[config.mk]
export PLATFORM = sky130hd
export DESIGN_NAME = tpht_queue
export DESIGN_NICKNAME = d
export VERILOG_FILES = /design/src/rtl/core/tpht_pkg.sv /design/src/rtl/core/tpht_queue.sv
export SDC_FILE = /design/constraint.sdc
export NUM_CORES = 1
export LEC_CHECK = 0
export ABC_AREA = 1
export ABC_CLOCK_PERIOD_IN_PS = 1760
export BUFFER_PORTS_ARGS = -buffer_cell sky130_fd_sc_hd__buf_2
export CAP_MARGIN = 15
export CORE_ASPECT_RATIO = 1.25
export CORE_MARGIN = 2
export CORE_UTILIZATION = 30
export DETAILED_ROUTE_END_ITERATION = 7
export SLEW_MARGIN = 20
export SYNTH_ARGS = -nofsm -noshare
export SYNTH_HDL_FRONTEND = slang
export SYNTH_SLANG_ARGS = --single-unit
[constraint.sdc]
create_clock -name clk -period 1.76 [get_ports clk]
set_clock_uncertainty 0.05 [all_clocks]
set_input_delay 0.528 -clock clk [delete_from_list [all_inputs] [get_ports clk]]
set_output_delay 0.528 -clock clk [all_outputs]
set_load 0.02 [all_outputs]
[src/rtl/core/tpht_pkg.sv]
// ----------------------------------------------------------------------------
// tpht_pkg: shared types and constants
// Constants, queue entry type and back-end state codes for the threshold block.
// ----------------------------------------------------------------------------
package tpht_pkg;
  localparam int COUNT_BITS = 22;
  localparam int NBINS = 256;
  localparam int BIN_W = 8;
  localparam int Q_DEPTH = 2;
  localparam logic [COUNT_BITS-1:0] COUNT_MAX = {COUNT_BITS{1'b1}};
  // (255^2) * count: 16 + COUNT_BITS bits
  localparam int MEAS_W = 16 + COUNT_BITS;

  typedef struct packed {
    logic             req_type;
    logic [BIN_W-1:0] pixel_value;
    logic             last_pixel;
  } item_t;

  typedef enum logic [3:0] {
    ST_IDLE, ST_CNT_RD, ST_CNT_WR, ST_CLR, ST_P1_RD, ST_P1, ST_P2_RD, ST_P2_MUL,
    ST_P2, ST_MN_RD, ST_MN, ST_EMIT
  } bstate_t;
endpackage

[src/rtl/core/tpht_queue.sv]
// ----------------------------------------------------------------------------
// tpht_queue: front-end item queue
// Accepts input transfers and holds them until the back end takes them.
// ----------------------------------------------------------------------------
module tpht_queue import tpht_pkg::*; (
  input  logic  clk,
  input  logic  rst_n,
  input  logic  push,
  input  item_t push_item,
  output logic  full,
  input  logic  pop,
  output logic  empty,
  output item_t head
);
  item_t            buf_r [Q_DEPTH];
  logic             rd_ptr_r, wr_ptr_r;
  logic [1:0]       cnt_r;

  assign full  = (cnt_r == 2'(Q_DEPTH));
  assign empty = (cnt_r == 2'd0);
  assign head  = buf_r[rd_ptr_r];

  always_ff @(posedge clk) begin
    if (!rst_n) begin
      rd_ptr_r <= 1'b0;
      wr_ptr_r <= 1'b0;
      cnt_r    <= 2'd0;
    end else begin
      if (push) wr_ptr_r <= ~wr_ptr_r;
      if (pop)  rd_ptr_r <= ~rd_ptr_r;
      cnt_r <= cnt_r + {1'b0, push} - {1'b0, pop};
    end
  end

  always_ff @(posedge clk) begin
    if (push) begin
      buf_r[wr_ptr_r] <= push_item;
    end
  end
endmodule

==> flow_metrics.tcl <==
set metrics [dict create \
    status "finished with violations" \
    violations "setup timing" \
    grt_use_total_pct 8.09 \
    cts.sinks 25 \
    numCtsBuffers 3 \
    final_antenna_net_count 0 \
    drt_first_pass_iters 4 \
    drt-vias-per-instance 4.17 \
    chipWidth_um 55.3 \
    place_congestion 0.610 \
    stdcell_area_um2 1310 \
    syn-cell-area_um2 987 \
    drv_slew 0 \
    maxCapViolCount 0 \
    switching_share_pct 23.0 \
    clockPowerShare_pct 25.7 \
    path_buf_inv 2 \
    path_class "reg2out" \
    hold_class "in2reg" \
    stdcell_count 132 \
    io_pins 26 \
    final_util_pct 41.4 \
    wirelength_um 1470 \
    nets 112 \
    fp.dieArea_um2 3770 \
    clock.fmax_mhz 557 \
    core-area_um2 3170 \
    rows 23 \
    clock-root-buffer "clkbuf_8" \
    critPathCaptureType "output pin" \
    crit_arrival_ns 1.22 \
    drive_gt1_share_pct 44.2 \
    synth-seq-cells 25 \
    avgSynthCellArea_um2 15.4 \
    grt_pass1_wl_um 2320 \
    tightest_slew_ns 0.406 \
    htreeDepth 1 \
    path_delay_family "flip-flops" \
    maxSlewHeadroom_pct 72.9 \
    seqPwrFrac_pct 55.7 \
    period_share_pct 102 \
    yosysUniqueCellTypes 10 \
    critPathRequiredTime_ns 1.18 \
    cpMaxStageDelayCell "dfxtp_4" \
    finalHoldViolCount 0 \
    synth_warnings 0 \
    numPlacedInstances 127 \
    route.detailed.drc 0 \
    clk_pin_slew_worst_paths_ns 0.08 \
    worst_r2r_path_depth 8 \
    cp_num_cells 3 \
    overflow 0 \
    wire_per_inst_um 11.2 \
    p_comb_share_pct 18.6 \
    fin_ws_ns -0.0367 \
    dr_total_vias 550 \
    cts_tree "yes" \
    insertion_delay_ns 0.25 \
    start_util_pct 31.2 \
    intPower_w 0.000959 \
    power_switching_w 0.000286 \
    crit_path_max_fanout 5 \
    grt_max_degree 14 \
    final_cell_mix "20 x edfxtp_1, 15 x buf_2, 10 x mux2_4, 10 x buf_6, 9 x nor2_1" \
    netlist_instances 64 \
    final_common_cell "edfxtp_1" \
    clockBufferDepth 2 \
    numPortBuffers 25 \
    holdBufCountCts 0 \
    critPathMaxStageDelay_ns 0.38 \
    dpl_cell_area_um2 1170 \
    setup_tns_ns -0.182 \
    cellPowerDensity_nw_per_um2 949 \
    syn_to_final_growth_pct 32.8 \
    start_kind "flip-flop" \
    whs_path_depth 1 \
    drt_iter0_markers 16 \
    setup_viol 10 \
    path_cells "clkbuf_16 -> mux2_4 -> buf_6" \
    antenna_cells 0 \
    dpl_worst_slack_ns 0.130 \
    cts_setup_buffers 0 \
    yosysSeqAreaShare_pct 71.0 \
    ir_drop_uv 524 \
    rsz0062_at_grt "true" \
    die-height_um 68.1 \
    power_leakage_nw 0.568 \
    antenna_found_initial 0 \
    synth.net_count 80 \
    period_minus_slack_ns 1.80 \
    dp_hpwl_um 1080 \
    fillers 302 \
    grt_pass1_vias 558 \
]
[cell families (layout without fill, tap and decap cells)]
logic type	count (synthesis)	count (layout)	share of synthesized area (%)
AO/OA/AOI/OAI	1	1	0.506
adder cells (fa/ha/maj)	2	2	2.53
buffers and inverters	8	39	3.80
flip-flops	25	25	71.0
multiplexers	10	10	15.2
AND/OR/NAND/NOR	18	18	6.97
[state kept, by name, summed over array words and instances, names as in the netlist, named ones only]
name      count
rd_ptr_r      1
cnt_r         2
wr_ptr_r      1
buf_r        20
[repair_timing]
| action | 4_1_cts | 5_1_grt |
|---|---|---|
| cloned | 0 | 1 |
| endpoints found under the setup margin | 10 | 10 |
| resized for setup | 3 | 19 |
[synth_stat cells]
library cell | n | area share [%]
edfxtp_1 | 20 | 61
mux2_4 | 10 | 15
nor2_1 | 9 | 3.4
nand2_1 | 8 | 3.0
inv_1 | 7 | 2.7
dfxtp_1 | 5 | 10
ha_1 | 2 | 2.5
a21oi_1 | 1 | 0.51
buf_6 | 1 | 1.1
nand3_1 | 1 | 0.51
[layer usage]
metal,track usage (%),vias to the layer above,part of all wire [%]
met5,0,-,0
met4,4.57,0,0.68
met3,1.89,2,5.8
met2,16.2,15,56
met1,7.53,252,37
li1,-,281,-
[worst paths after layout]
path,slack (ns),to,from
setup / recovery,-0.04,head[2],flip-flop
hold / removal,0.41,buf_r[1][1],push_item[1]
setup reg to reg,0.41,cnt_r[1],cnt_r[0]
hold reg to reg,0.45,wr_ptr_r,wr_ptr_r
[power groups by stage]
stage / clock network [W] / logic (W) / registers [W]
5_1_grt: 0.000345 / 0.000253 / 0.000698
6_report: 0.000320 / 0.000232 / 0.000693
3_3_place_gp: 0 / 0.000192 / 0.000704
3_5_place_dp: 0 / 0.000199 / 0.000706
4_1_cts: 0.000328 / 0.000202 / 0.000693
2_1_floorplan: 0 / 0.000133 / 0.000702
[through the flow]
step                hold slack, ns  power (W)
floorplan                    0.413   0.000835
global placement             0.434   0.000896
detailed placement           0.443   0.000905
CTS                          0.400    0.00122
global route                 0.399    0.00130
finish                       0.406    0.00125
[layout make-up]
cell class              count  area, µm²  area share, %
flip-flops and latches     25        704           53.7
clock buffers               4       45.0           3.44
repair buffers             28        240           18.3
well taps                  37       46.3           3.53
inverters                   7       26.3           2.00
multi-input cells          31        249           19.0
Power figures use the tool's default switching activity.
